**config.mk**
```make
export PLATFORM = sky130hd
export DESIGN_NAME = rgb_led_pwm_breath_flash_core
export DESIGN_NICKNAME = d
export VERILOG_FILES = /design/src/rtl/rgbled_pkg.sv /design/src/rtl/rgbled_ctrl.sv /design/src/rtl/rgbled_dp.sv /design/src/rtl/rgb_led_pwm_breath_flash_core.sv
export SDC_FILE = /design/constraint.sdc
export NUM_CORES = 1
export LEC_CHECK = 0
export BUFFER_PORTS_ARGS = -buffer_cell sky130_fd_sc_hd__buf_2
export CAP_MARGIN = 10
export CORE_MARGIN = 5
export CORE_UTILIZATION = 47
export DETAILED_ROUTE_END_ITERATION = 12
export PLACE_DENSITY_LB_ADDON = 0.3
export SLEW_MARGIN = 15
export SYNTH_ARGS = -nofsm -noshare
export SYNTH_HDL_FRONTEND = slang
export SYNTH_SLANG_ARGS = --single-unit
```
**constraint.sdc**
```tcl
create_clock -name clk -period 7.34 [get_ports clk]
set_clock_uncertainty 0.1 [all_clocks]
set_input_delay 1.101 -clock clk [delete_from_list [all_inputs] [get_ports clk]]
set_output_delay 1.101 -clock clk [all_outputs]
set_load 0.005 [all_outputs]
```
**src/rtl/rgbled_pkg.sv**
```systemverilog
// Shared types and constants for the three-channel PWM LED core.
// Request payload structs, controller/datapath command and status structs.
// No dependencies.
package rgbled_pkg;

  localparam int CHANNELS_DEF  = 3;
  localparam int FRAC_BITS_DEF = 8;
  localparam int PIN_COUNT     = 3;
  localparam int CFG_W         = 8;
  localparam int TIME_W        = 16;

  localparam logic [CFG_W-1:0] PERIOD_RESET = 8'd20;
  localparam logic [CFG_W-1:0] STEP_RESET   = 8'd10;

  localparam logic [1:0] PAT_NONE   = 2'd0;
  localparam logic [1:0] PAT_FLASH  = 2'd1;
  localparam logic [1:0] PAT_BREATH = 2'd2;

  localparam logic CFG_PERIOD = 1'b0;
  localparam logic CFG_STEP   = 1'b1;

  typedef struct packed {
    logic              pwm_tick;
    logic [1:0]        pattern;
    logic [2:0]        led_mask;
    logic [TIME_W-1:0] on_time;
    logic [TIME_W-1:0] off_time;
    logic [TIME_W-1:0] breath_period;
  } in_t;

  typedef struct packed {
    logic red_on;
    logic green_on;
    logic blue_on;
  } out_t;

  typedef struct packed {
    logic load;
    logic div_step;
    logic commit;
  } cmd_t;

  typedef struct packed {
    logic need_div;
  } stat_t;

endpackage

```
**src/rtl/rgbled_ctrl.sv**
```systemverilog
// Sequencer for the LED core: accepts a request, runs the divider if needed, commits.
// Depends on rgbled_pkg.
module rgbled_ctrl #(
  parameter int DIV_STEPS = 16 + rgbled_pkg::FRAC_BITS_DEF
) (
  input  logic               clk,
  input  logic               rst_n,
  input  logic               in_valid,
  output logic               in_ready,
  output logic               out_valid,
  input  logic               out_ready,
  input  rgbled_pkg::stat_t  stat,
  output rgbled_pkg::cmd_t   cmd
);
  import rgbled_pkg::*;

  localparam int CNT_W = $clog2(DIV_STEPS);

  typedef enum logic [1:0] {
    S_IDLE,
    S_DIV,
    S_DONE
  } state_t;

  state_t           state_r, state_nxt;
  logic [CNT_W-1:0] cnt_r, cnt_nxt;
  logic             out_valid_r, out_valid_nxt;
  logic             out_free;

  assign out_free  = !out_valid_r || out_ready;
  assign in_ready  = (state_r == S_IDLE);
  assign out_valid = out_valid_r;

  always_comb begin
    cmd.load     = (state_r == S_IDLE) && in_valid;
    cmd.div_step = (state_r == S_DIV);
    cmd.commit   = (state_r == S_DONE) && out_free;
  end

  always_comb begin
    state_nxt     = state_r;
    cnt_nxt       = cnt_r;
    out_valid_nxt = out_valid_r && !out_ready;
    unique case (state_r)
      S_IDLE: begin
        if (in_valid) begin
          if (stat.need_div) begin
            state_nxt = S_DIV;
            cnt_nxt   = CNT_W'(DIV_STEPS - 1);
          end else begin
            state_nxt = S_DONE;
          end
        end
      end
      S_DIV: begin
        if (cnt_r == '0) begin
          state_nxt = S_DONE;
        end else begin
          cnt_nxt = cnt_r - CNT_W'(1);
        end
      end
      S_DONE: begin
        if (out_free) begin
          state_nxt     = S_IDLE;
          out_valid_nxt = 1'b1;
        end
      end
      default: state_nxt = S_IDLE;
    endcase
  end

  always_ff @(posedge clk) begin
    if (!rst_n) begin
      state_r     <= S_IDLE;
      cnt_r       <= '0;
      out_valid_r <= 1'b0;
    end else begin
      state_r     <= state_nxt;
      cnt_r       <= cnt_nxt;
      out_valid_r <= out_valid_nxt;
    end
  end

endmodule

```
**src/rtl/rgbled_dp.sv**
```systemverilog
// Datapath of the LED core: config registers, levels, PWM counters,
// flash timer, bit-serial restoring divider for the breath increment.
// Depends on rgbled_pkg.
module rgbled_dp #(
  parameter int CHANNELS  = rgbled_pkg::CHANNELS_DEF,
  parameter int FRAC_BITS = rgbled_pkg::FRAC_BITS_DEF
) (
  input  logic                             clk,
  input  logic                             rst_n,
  input  rgbled_pkg::in_t                  in_data,
  input  logic                             cfg_we,
  input  logic                             cfg_index,
  input  logic [rgbled_pkg::CFG_W-1:0]     cfg_data,
  input  rgbled_pkg::cmd_t                 cmd,
  output rgbled_pkg::stat_t                stat,
  output rgbled_pkg::out_t                 out_data
);
  import rgbled_pkg::*;

  localparam int LEVEL_BITS = FRAC_BITS + 10;
  localparam int NUM_W      = 2 * CFG_W + FRAC_BITS;
  localparam int SUM_W      = ((LEVEL_BITS > NUM_W) ? LEVEL_BITS : NUM_W) + 2;
  localparam int TMR_W      = TIME_W + 1;

  localparam logic signed [SUM_W-1:0] LMAX_EXT =
    {{(SUM_W-LEVEL_BITS+1){1'b0}}, {(LEVEL_BITS-1){1'b1}}};
  localparam logic signed [SUM_W-1:0] LMIN_EXT =
    {{(SUM_W-LEVEL_BITS+1){1'b1}}, {(LEVEL_BITS-1){1'b0}}};
  localparam logic signed [LEVEL_BITS-1:0] LMAX = {1'b0, {(LEVEL_BITS-1){1'b1}}};
  localparam logic signed [LEVEL_BITS-1:0] LMIN = {1'b1, {(LEVEL_BITS-1){1'b0}}};

  logic [CFG_W-1:0]  period_r, step_r;
  in_t               item_r;
  logic [NUM_W-1:0]  quo_r;
  logic [TIME_W-1:0] rem_r;
  logic [CFG_W-1:0]  count_r [CHANNELS];
  logic signed [LEVEL_BITS-1:0] level_r [CHANNELS];
  logic [CHANNELS-1:0] ramp_r;
  logic [TMR_W-1:0]  timer_r;
  out_t              pins_r;

  logic [2*CFG_W-1:0] prod;
  logic [NUM_W-1:0]   num;
  logic [TIME_W:0]    trial, diff;
  logic               ge;

  logic [CHANNELS+2:0] mask_ext;
  logic                on_phase;
  logic signed [LEVEL_BITS-1:0] full_lvl;
  logic signed [SUM_W-1:0]      delta_ext;
  logic signed [SUM_W-1:0]      sum_c   [CHANNELS];
  logic signed [LEVEL_BITS-1:0] sat_c   [CHANNELS];
  logic signed [LEVEL_BITS-1:0] lvl_nxt [CHANNELS];
  logic [CHANNELS-1:0]          ramp_nxt;
  logic [CHANNELS-1:0]          pin_c;
  logic [CHANNELS+2:0]          pin_ext;
  logic [CFG_W:0]               cnt_inc [CHANNELS];
  logic [CFG_W-1:0]             cnt_nxt [CHANNELS];
  logic [TMR_W:0]               tsum;
  logic [TMR_W-1:0]             tlim, timer_nxt;
  out_t                         pins_nxt;

  assign prod = period_r * step_r;
  assign num  = {prod, {FRAC_BITS{1'b0}}};

  assign stat.need_div = (in_data.pattern == PAT_BREATH) && (in_data.breath_period != '0);

  // restoring divide, one quotient bit per cycle
  assign trial = {rem_r, quo_r[NUM_W-1]};
  assign ge    = trial >= {1'b0, item_r.breath_period};
  assign diff  = trial - {1'b0, item_r.breath_period};

  always_comb begin
    mask_ext  = {{CHANNELS{1'b0}}, item_r.led_mask};
    on_phase  = timer_r < {1'b0, item_r.on_time};
    full_lvl  = {2'b00, period_r, {FRAC_BITS{1'b0}}};
    delta_ext = {{(SUM_W-NUM_W){1'b0}}, quo_r};
    tsum      = {1'b0, timer_r} + {{(TMR_W+1-CFG_W){1'b0}}, step_r};
    tlim      = {1'b0, item_r.on_time} + {1'b0, item_r.off_time};
    timer_nxt = (tsum >= {1'b0, tlim}) ? '0 : tsum[TMR_W-1:0];
    for (int c = 0; c < CHANNELS; c++) begin
      sum_c[c] = ramp_r[c]
        ? ({{(SUM_W-LEVEL_BITS){level_r[c][LEVEL_BITS-1]}}, level_r[c]} - delta_ext)
        : ({{(SUM_W-LEVEL_BITS){level_r[c][LEVEL_BITS-1]}}, level_r[c]} + delta_ext);
      if (sum_c[c] > LMAX_EXT) begin
        sat_c[c] = LMAX;
      end else if (sum_c[c] < LMIN_EXT) begin
        sat_c[c] = LMIN;
      end else begin
        sat_c[c] = sum_c[c][LEVEL_BITS-1:0];
      end
      lvl_nxt[c]  = level_r[c];
      ramp_nxt[c] = ramp_r[c];
      case (item_r.pattern)
        PAT_FLASH: begin
          lvl_nxt[c] = (on_phase && mask_ext[c]) ? full_lvl : '0;
        end
        PAT_BREATH: begin
          if (!mask_ext[c]) begin
            lvl_nxt[c] = '0;
          end else begin
            lvl_nxt[c] = sat_c[c];
            if (!ramp_r[c]) begin
              if (sat_c[c] > full_lvl) ramp_nxt[c] = 1'b1;
            end else begin
              if (sat_c[c] < 0) ramp_nxt[c] = 1'b0;
            end
          end
        end
        default: ;
      endcase
      pin_c[c]   = lvl_nxt[c] > $signed({2'b00, count_r[c], {FRAC_BITS{1'b0}}});
      cnt_inc[c] = {1'b0, count_r[c]} + {{CFG_W{1'b0}}, 1'b1};
      cnt_nxt[c] = (cnt_inc[c] >= {1'b0, period_r}) ? '0 : cnt_inc[c][CFG_W-1:0];
    end
    pin_ext           = {3'b000, pin_c};
    pins_nxt.red_on   = pin_ext[0];
    pins_nxt.green_on = pin_ext[1];
    pins_nxt.blue_on  = pin_ext[2];
  end

  always_ff @(posedge clk) begin
    if (!rst_n) begin
      period_r <= PERIOD_RESET;
      step_r   <= STEP_RESET;
    end else if (cfg_we) begin
      unique case (cfg_index)
        CFG_PERIOD: period_r <= cfg_data;
        CFG_STEP:   step_r   <= cfg_data;
        default: ;
      endcase
    end
  end

  always_ff @(posedge clk) begin
    if (cmd.load) begin
      item_r <= in_data;
      rem_r  <= '0;
      quo_r  <= stat.need_div ? num : '0;
    end else if (cmd.div_step) begin
      rem_r  <= ge ? diff[TIME_W-1:0] : trial[TIME_W-1:0];
      quo_r  <= {quo_r[NUM_W-2:0], ge};
    end
  end

  always_ff @(posedge clk) begin
    if (!rst_n) begin
      for (int c = 0; c < CHANNELS; c++) begin
        count_r[c] <= '0;
        level_r[c] <= (c == 1) ? {2'b00, PERIOD_RESET, {FRAC_BITS{1'b0}}} : '0;
      end
      ramp_r  <= '0;
      timer_r <= '0;
      pins_r  <= '0;
    end else if (cmd.commit) begin
      for (int c = 0; c < CHANNELS; c++) begin
        level_r[c] <= lvl_nxt[c];
        if (item_r.pwm_tick) count_r[c] <= cnt_nxt[c];
      end
      ramp_r <= ramp_nxt;
      if (item_r.pattern == PAT_FLASH) timer_r <= timer_nxt;
      if (item_r.pwm_tick) pins_r <= pins_nxt;
    end
  end

  assign out_data = pins_r;

endmodule

```
**src/rtl/rgb_led_pwm_breath_flash_core.sv**
```systemverilog
// Three-channel PWM LED core with flash and breath patterns.
// Instantiates rgbled_ctrl and rgbled_dp; depends on rgbled_pkg.
//
// Each request produces exactly one result holding the three pin levels. A breath
// step with a nonzero breath_period first runs the bit-serial divider, which works
// out the breath increment one quotient bit per cycle; other requests skip it. The
// result sits in an output register; the next request is accepted while it waits,
// and completes once the pending result has been taken. Configuration writes take
// effect at once, also on a request in flight.
module rgb_led_pwm_breath_flash_core #(
  parameter int CHANNELS  = rgbled_pkg::CHANNELS_DEF,
  parameter int FRAC_BITS = rgbled_pkg::FRAC_BITS_DEF
) (
  input  logic                         clk,
  input  logic                         rst_n,
  input  logic                         in_valid,
  output logic                         in_ready,
  input  rgbled_pkg::in_t              in_data,
  output logic                         out_valid,
  input  logic                         out_ready,
  output rgbled_pkg::out_t             out_data,
  input  logic                         cfg_we,
  input  logic                         cfg_index,
  input  logic [rgbled_pkg::CFG_W-1:0] cfg_data
);
  import rgbled_pkg::*;

  cmd_t  cmd;
  stat_t stat;

  rgbled_ctrl #(
    .DIV_STEPS(2 * CFG_W + FRAC_BITS)
  ) u_ctrl (
    .clk      (clk),
    .rst_n    (rst_n),
    .in_valid (in_valid),
    .in_ready (in_ready),
    .out_valid(out_valid),
    .out_ready(out_ready),
    .stat     (stat),
    .cmd      (cmd)
  );

  rgbled_dp #(
    .CHANNELS (CHANNELS),
    .FRAC_BITS(FRAC_BITS)
  ) u_dp (
    .clk      (clk),
    .rst_n    (rst_n),
    .in_data  (in_data),
    .cfg_we   (cfg_we),
    .cfg_index(cfg_index),
    .cfg_data (cfg_data),
    .cmd      (cmd),
    .stat     (stat),
    .out_data (out_data)
  );

  a_one_at_a_time: assert property (@(posedge clk) disable iff (!rst_n)
    (in_valid && in_ready) |=> !in_ready)
    else $error("request accepted while previous one in flight");

  a_result_after_request: assert property (@(posedge clk) disable iff (!rst_n)
    $rose(out_valid) |-> $past(!in_ready))
    else $error("result raised without a request in flight");

  a_no_overwrite: assert property (@(posedge clk) disable iff (!rst_n)
    cmd.commit |-> (!out_valid || out_ready))
    else $error("commit over an untaken result");

  a_cmd_exclusive: assert property (@(posedge clk) disable iff (!rst_n)
    $onehot0({cmd.load, cmd.div_step, cmd.commit}))
    else $error("conflicting datapath commands");

endmodule
```
; Word level (Yosys, flattened, before mapping)
; Memories as Yosys holds them, arrays and structs flattened.
; Cells that the tools add are included.
; Widths: inputs -> output; s select.
[totals]
latchBits = 0
elab_cells = 158
in_bits = 68
mem_bits_ro = 0
out_inout_bits = 5
register_bits = 141
memories = 2
ram_bits = 78
[classes]
bitwise = 7
n_eq_ne = 10
n_shift = 0
magnitude_cmp = 21
reduce_logical = 24
muxes = 60
div = 0
n_addsub = 13
multipliers = 1
[memory_table]
columns = memory, depth, width, rd, rd_ports_with_merged_regs, write_ports, line
row1 = u_dp.level_r, 3, 18, 3, 0, 3, rgbled_dp.sv:37  ; logic signed [LEVEL_BITS-1:0] level_r [CHANNELS];
row2 = u_dp.count_r, 3, 8, 3, 0, 3, rgbled_dp.sv:36  ; logic [CFG_W-1:0] count_r [CHANNELS];
[op_table]
columns = op, count
row1 = $mux 18, 12
row2 = $gt 18x17->1, 6
row3 = $pmux 18 s2, 3
row4 = $add 18x25->26, 3
row5 = $gt 26x18->1 const B, 3
row6 = $lt 26x18->1 const B, 3
row7 = $mux 26, 3
row8 = $sub 18x25->26, 3
row9 = $mux 24, 3
row10 = $mux 16, 4
row11 = $lt 18x1->1 const B, 3
row12 = $mux 8, 6
row13 = $add 8x1->9 const B, 3
row14 = $ge 9x8->1, 3
row15 = $mux 1, 19
row16 = $add 17x8->18, 1
row17 = $ge 18x17->1, 1
row18 = $add 16x16->17, 1
row19 = $ge 17x16->1, 1
row20 = $lt 17x16->1, 1
row21 = $mux 17, 1
row22 = $mul 8x8->16, 1
row23 = $reduce_bool 16->1, 1
row24 = $sub 16x16->16, 1
row25 = 20 further kinds, 50

; Longest topological paths before layout
; Gate-level depths: netlist (run 1).
; An unclocked memory read counts as a cell.
[depth]
word_depth = 9
depth_mapped = 37
depth_no_buf = 36

; By module
; A second synthesis (run 1) with hierarchy kept.
[hier_totals]
hier_cells = 2526
hier_area_um2 = 21652.0
[modules_own_cells]
columns = mod, seq_area_each_um2, area_each_um2, instances, cells_each
row1 = rgbled_dp, 5785.5, 21221.6, 1, 2477
row2 = rgbled_ctrl, 160.2, 430.4, 1, 49

; Least setup slack after synthesis (run 1)
; Ideal clock, no wire load.
[synth_path]
path_kind = flip-flop to flip-flop
from = register u_dp.quo_r[0]
to = register u_dp.ramp_r[0]
arrival_time_ns = 6.839
n_path_buf = 2
synth_period_minus_slack_ns = 7.057
t_required_ns = 7.122
path_slack_ns = 0.283
path_stages_with_launch = 38
setup_time_ns = 0.118
path_cell_list = edfxtp_1 inv_1 ha_1 nor3b_1 nand2_1 nor4_1 nor3b_1 and2_1 nand2b_1 nor2_1 nor2_1 xnor2_1 ha_1 clkbuf_1 a21o_1 a21o_1 a21o_1 a21oi_1 [... 2 more ...] or4_1 nand4_1 o21ai_1 clkbuf_1 a21oi_1 inv_1 ha_1 a21oi_1 nor2b_1 o21ai_0 nand2_1 a21o_1 a21oi_1 a21oi_1 or2_2 a211o_1 a41oi_1 nor2_1
[synth_via]
elab_chain_len = 8
elab_cells_between_ends = 12
classes_between = 2 x add/sub / 4 x order compare / 6 x mux
[synth_lines]
columns = element, line
row1 = "start, declared", rgbled_dp.sv:34  ; logic [NUM_W-1:0] quo_r;
row2 = "start signal, assigned", rgbled_dp.sv:139  ; quo_r <= stat.need_div ? num : '0;
row3 = "start signal, assigned", rgbled_dp.sv:142  ; quo_r <= {quo_r[NUM_W-2:0], ge};
row4 = $add 18x25->26 / $sub 18x25->26 (equally long branches), "rgbled_dp.sv:84, rgbled_dp.sv:83"
row5 = $mux 26 *, rgbled_dp.sv:83  ; ? ({{(SUM_W-LEVEL_BITS){level_r[c][LEVEL_BITS-1]}}, level_r[c]} - delta_ext)
row6 = $lt 26x18->1, rgbled_dp.sv:87  ; end else if (sum_c[c] < LMIN_EXT) begin
row7 = $mux 18, rgbled_dp.sv:87
row8 = $mux 18 *, rgbled_dp.sv:85  ; if (sum_c[c] > LMAX_EXT) begin
row9 = $gt 18x17->1 / $lt 18x1->1 (equally long branches), "rgbled_dp.sv:104, rgbled_dp.sv:106"
row10 = $mux 1 (on tied branches), "rgbled_dp.sv:104, rgbled_dp.sv:106"
row11 = $mux 1 *, rgbled_dp.sv:103  ; if (!ramp_r[c]) begin
row12 = "end signal, assigned", rgbled_dp.sv:160  ; ramp_r <= ramp_nxt;
row13 = "end, declared", rgbled_dp.sv:38  ; logic [CHANNELS-1:0] ramp_r;
; Mark *: on every way between the ends. The rest lies on a longest branch, timed or not.
; A chain may end at the register's enable or synchronous reset.

; Worst setup path after layout (run 1)
[layout_path]
from = register u_dp.quo_r[1]
to = register u_dp.ramp_r[0]
; The elaborated chain is that of the path after synthesis.

==> results.cfg, run 1 <==
[synth]
ys_ff_latch = 219
synth_area_leaders = edfxtp_1, ha_1, xnor2_1
synth_top_area_cell = edfxtp_1
ys_warn_count = 0
netlist_instances = 2470
synth_top_area_share_pct = 22.2
syn_area_per_cell_um2 = 8.54
synthArstFlopShare_pct = 0
ys.flop_type = edfxtp_1
ys_types = 83
synth_edf_count = 156
ys_seq_area_share_pct = 28.2
syn_nets = 2843
syn_area_um2 = 21100

[power_and_ir_drop]
p_int_mw = 3.14
clkPwrFrac_pct = 29.2
seqPwrFrac_pct = 30.8
leakagePower_nw = 10.1
peakVddDrop_mv = 0.183
pwr-share-comb_pct = 40.0
p_per_area_nw_per_um2 = 215
p_total_mw = 5.04
netSwitchingFraction_pct = 37.7
p_sw_mw = 1.90

[route]
ant_nets = 0
wirelength_um = 60100
vias_per_cell = 5.90
drtIter0Drc = 1584
drc = 0
vias = 18564
firstDrtPassIters = 6
routedWlPerCell_um = 19.1

[timing]
max_slew_margin_pct = 19.3
final_hold_viol_count = 0
maxClockFrequency_mhz = 144
finalCriticalPeriod_ns = 6.93
rsz0062_at_grt = yes
setup_violations = 0
maxSlewViolCount = 0
fin_crit_sh_pct = 94.4
worst_pin_slew_ns = 1.20
whs_ns = 0.383

[final_layout]
layout-drive-gt1-share_pct = 9.16
final_common_cell = ha_1
n_antenna_cell = 0
fin_nets = 2906
final_cell_mix = ha_1, nor2_1, inv_1
nFillCells = 4108
area_delta_synth_final_pct = 11.0

[setup_path]
cp_slowest_cell = edfxtp_1
rr_worst_depth = 35
crit_path_end = u_dp.ramp_r[0]
startpoint = u_dp.quo_r[1]
cp.arrival_ns = 7.27
crit_type = flop to flop
timing.reg2reg.setup_slack_ns = 0.41
max_stage_delay_ns = 0.44
regToRegStartpoint = u_dp.quo_r[1]
worstSetupStartpointType = flop
crit_path_frequent_cell = a21oi_1
crit_path_end_kind = flop
crit_fanout = 7
required_ns = 7.68
r2r-end = u_dp.ramp_r[0]

[global_routing]
overflow = 0
grt_pass1_vias = 18100
grt_pass1_wl_um = 95800
grt_max_degree = 76
globalRouteTotalUtil_pct = 23.5
antenna_found_initial = 2

[placed_design]
globalplace.congestion = 1.02
hpwl_um = 46600
numPortBuffers = 72

[cts]
htreeDepth = 1
cts_made_buffers = 28
hold_buffers = 0
cts_tree = yes
clk_pin_slew_ns = 0.06
cts_sinks = 219
ctsLongestPathBuffers = 3
cts-root-buf = clkbuf_16
insertion_delay_ns = 0.60

[floorplanning]
fp.dieW_um = 222
dieArea_um2 = 49200
initial_utilization_pct = 47.6
ios = 73
core_um2 = 44300
fp.dieH_um = 222
core.rowCount = 77

[run_status]
status = complete, no violations

[hold_path]
hold_class = flop to flop

[flow_run]
max_cap_violations = 0
-- worst min-delay path by stage --
| stage | from | to | cells past startpoint | slack, ns |
|---|---|---|---|---|
| after floorplan | u_dp.rem_r[15] | u_dp.rem_r[15] | 1 | 0.35 |
| after global placement | u_dp.rem_r[7] | u_dp.rem_r[7] | 2 | 0.37 |
| after detailed placement | u_dp.rem_r[15] | u_dp.rem_r[15] | 1 | 0.37 |
| after CTS | u_dp.rem_r[7] | u_dp.rem_r[7] | 2 | 0.38 |
| after global routing | u_dp.rem_r[7] | u_dp.rem_r[7] | 2 | 0.41 |
| final | u_dp.rem_r[7] | u_dp.rem_r[7] | 2 | 0.38 |
-- state kept, by name, indices dropped and copies added, names as in the netlist --
register,flops
u_dp.count_r,24
u_dp.level_r,54
u_dp.rem_r,16
u_dp.period_r,8
u_dp.item_r,54
u_ctrl.out_valid,1
u_dp.quo_r,24
u_dp.out_data,3
u_dp.step_r,8
u_dp.timer_r,17
u_dp.ramp_r,3
u_ctrl.state_r,2
u_ctrl.cnt_r,5
-- synthesized netlist by cell type (all sizes together), types with 12 or more instances --
master / count
edfxtp: 156
a32oi: 17
and2: 73
nor3: 43
o211ai: 15
inv: 198
nor4: 18
dfxtp: 63
nor2b: 46
nor2: 248
nand3: 45
xnor2: 153
o21ai: 135
a22oi: 27
fa: 42
a211oi: 22
a21o: 67
ha: 263
o21bai: 29
nand2b: 37
o31ai: 13
mux2i: 21
a31oi: 18
nand2: 194
a21oi: 178
buf: 12
nand4: 42
o21a: 21
xor2: 42
and3: 24
clkbuf: 88
-- worst max-delay path: cells and delay by family (launching register included) --
| family | cells | cell delay [ns] |
|---|---|---|
| adders and majority gates | 3 | 0.79 |
| and+or+nand+nor | 15 | 2.49 |
| AOI/OAI and AO/OA | 14 | 2.59 |
| xor gates and xnor gates | 1 | 0.24 |
| DFF | 1 | 0.44 |
| buffers and inverters | 2 | 0.17 |
-- what timing repair did --
| action | CTS | global route |
|---|---|---|
| setup buffers | 0 | 8 |
| setup endpoints to repair | 0 | 6 |
| hold endpoints to repair | 0 | 0 |
| gates resized for setup | 0 | 34 |
-- cell type report --
| class | instances | area [um^2] | share of cell area (%) |
|---|---|---|---|
| Clock buffer | 41 | 831 | 3.55 |
| Clock inverter | 10 | 164 | 0.700 |
| Inverter | 198 | 743 | 3.17 |
| Multi-Input combinational cell | 1953 | 14200 | 60.5 |
| Sequential cell | 219 | 5950 | 25.4 |
| Tap cell | 592 | 741 | 3.16 |
| Timing Repair Buffer | 133 | 822 | 3.51 |
-- logic make-up after synthesis --
logic type	after synthesis	synth area share (%)
buffers and inverters	298	5.37
AND/OR/NAND/NOR	807	18.4
adder cells (fa/ha/maj)	305	19.6
AO/OA/AOI/OAI	622	19.2
XOR/XNOR	195	8.09
multiplexers	24	1.16
flip-flops	219	28.2
-- power by group through the flow --
| stage | clock [mW] | combinational, mW | sequential (mW) |
|---|---|---|---|
| CTS | 1.50 | 1.95 | 1.55 |
| floorplan | 0 | 1.47 | 1.50 |
| detailed placement | 0 | 1.93 | 1.57 |
| global route | 1.55 | 2.23 | 1.56 |
| finish | 1.47 | 2.01 | 1.55 |
| global placement | 0 | 1.90 | 1.57 |
-- layer usage --
metal / vias to the layer above / track usage [%] / wire [um]
li1: 8922 / - / -
met2: 633 / 39.3 / 28100
met3: 117 / 3.16 / 3870
met5: - / 0 / 0
met4: 0 / 7.42 / 2080
met1: 8892 / 31.7 / 26100
-- per-stage QoR --
| step | util, % | instances | setup WS [ns] | TNS (ns) | area [um^2] |
|---|---|---|---|---|---|
| 3_5_place_dp | 50.1 | 3087 | 0.127 | 0 | 22200 |
| 3_3_place_gp | 50.1 | 3087 | 0.349 | 0 | 22200 |
| 5_1_grt | 52.9 | 3146 | -0.0351 | -0.0548 | 23400 |
| 2_1_floorplan | - | 2470 | 0.283 | 0 | 21100 |
| 4_1_cts | 52.4 | 3138 | 0.0867 | 0 | 23200 |
| 6_report | 52.9 | 3146 | 0.413 | 0 | 23400 |
No activity file was read; power rests on OpenSTA's default activity.
==> inputs of run 2 (changes only) <==
Settings changed: CORE_UTILIZATION 47 to 58, SETUP_SLACK_MARGIN from default to 0.1.
==> results.cfg, run 2 (synthesis gave the netlist of run 1 again) <==
[cts]
ctsLongestPathBuffers = 3
cts-root-buf = clkbuf_16
insertion_delay_ns = 0.60
htreeDepth = 1
cts_made_buffers = 29
hold_buffers = 0
clk_pin_slew_ns = 0.07
cts_tree = yes
cts_sinks = 219

[placed_design]
globalplace.congestion = 1.01
place_area_um2 = 22000
numPortBuffers = 72
hpwl_um = 46700

[global_routing]
overflow = 0
grt_max_degree = 75
grt_pass1_wl_um = 97000
grt_pass1_vias = 18589
globalRouteTotalUtil_pct = 29.2
antenna_found_initial = 0

[timing]
whs_ns = 0.388
max_slew_margin_pct = 26.5
maxSlewViolCount = 0
fin_crit_sh_pct = 94.8
worst_pin_slew_ns = 1.10
setup_tns_ns = 0
maxClockFrequency_mhz = 144
rsz0062_at_grt = no
finalCriticalPeriod_ns = 6.96
final_hold_viol_count = 0
setup_violations = 0

[final_layout]
area_delta_synth_final_pct = 10.4
fin_area_um2 = 23300
final_cell_mix = ha_1, nor2_1, inv_1
final_util_pct = 65.1
reg.largest.list = u_dp.item_r (54), u_dp.level_r (54)
n_antenna_cell = 0
fin_nets = 2900
final_common_cell = ha_1
layout-drive-gt1-share_pct = 9.61

[power_and_ir_drop]
pwr-share-comb_pct = 40.2
p_per_area_nw_per_um2 = 217
netSwitchingFraction_pct = 38.3
peakVddDrop_mv = 0.186
p_sw_mw = 1.93
p_total_mw = 5.05
leakagePower_nw = 10.1
clkPwrFrac_pct = 28.9
p_int_mw = 3.12
seqPwrFrac_pct = 30.9

[route]
vias_per_cell = 6.24
route.met2.wl_um = 28300
routedWlPerCell_um = 20.2
firstDrtPassIters = 6
drtIter0Drc = 1555
wirelength_um = 60900
ant_nets = 0
vias = 18793
routed.top_layer = met4
drc = 0
dr_wl_met3_um = 4530
drt-met1-wl_um = 25100

[setup_path]
crit_type = flop to flop
crit_fanout = 6
crit_buf_inv = 1
regToRegStartpoint = u_dp.quo_r[4]
cp_slowest_cell = or3_4
required_ns = 7.73
startpoint = u_dp.quo_r[4]
cp.arrival_ns = 7.35
worstSetupStartpointType = flop
crit_path_end_kind = flop
max_stage_delay_ns = 0.42
crit_family = simple AND/OR/NAND/NOR gates

[floorplanning]
initial_utilization_pct = 59.0
core_um2 = 35700
fp.dieW_um = 201
ios = 73
fp.dieH_um = 201
dieArea_um2 = 40300
core.rowCount = 69

[hold_path]
hold_class = flop to flop
worstHoldStart = u_dp.rem_r[15]

[flow_run]
max_cap_violations = 0

[run_status]
status = complete, no violations
[run 2: stage by stage]
step	instances	worst slack (ns)
after floorplan	2470	0.283
after global placement	2954	0.0246
after detailed placement	2954	0.0438
after CTS	3007	0.117
after global routing	3010	0.0186
final	3010	0.380
[run 2: cell type report]
cell class	instances	area, um^2
flip-flops and latches	219	5950
inverters	198	743
multi-input cells	1953	14300
fillers	3046	12500
repair buffers	126	769
clock inverters	14	145
well taps	461	577
clock buffers	39	833
[run 2: final timing paths]
path         cells after the start        endpoint  slack (ns)
min reg2reg                      1  u_dp.rem_r[15]        0.39
max                             34  u_dp.ramp_r[0]        0.38
max reg2reg                     34  u_dp.ramp_r[0]        0.38
min                              1  u_dp.rem_r[15]        0.39
[run 2: metal layers]
| metal | up-vias | track usage [%] |
|---|---|---|
| li1 | 8907 | - |
| met1 | 8985 | 38.0 |
| met2 | 730 | 49.3 |
| met3 | 171 | 3.93 |
| met4 | 0 | 12.2 |
| met5 | - | 0 |
[run 2: power groups by stage]
stage	logic (mW)	clock network [mW]	registers (mW)
after floorplan	1.47	0	1.50
after global placement	1.90	0	1.57
after detailed placement	1.94	0	1.57
after CTS	1.96	1.47	1.55
after global routing	2.24	1.53	1.56
final	2.03	1.46	1.56
[run 2: what timing repair did]
| item | CTS | global route |
|---|---|---|
| resized for setup | 2 | 53 |
| endpoints found under the setup margin | 1 | 6 |
| setup buffers | 0 | 3 |
| pin swaps | 0 | 11 |
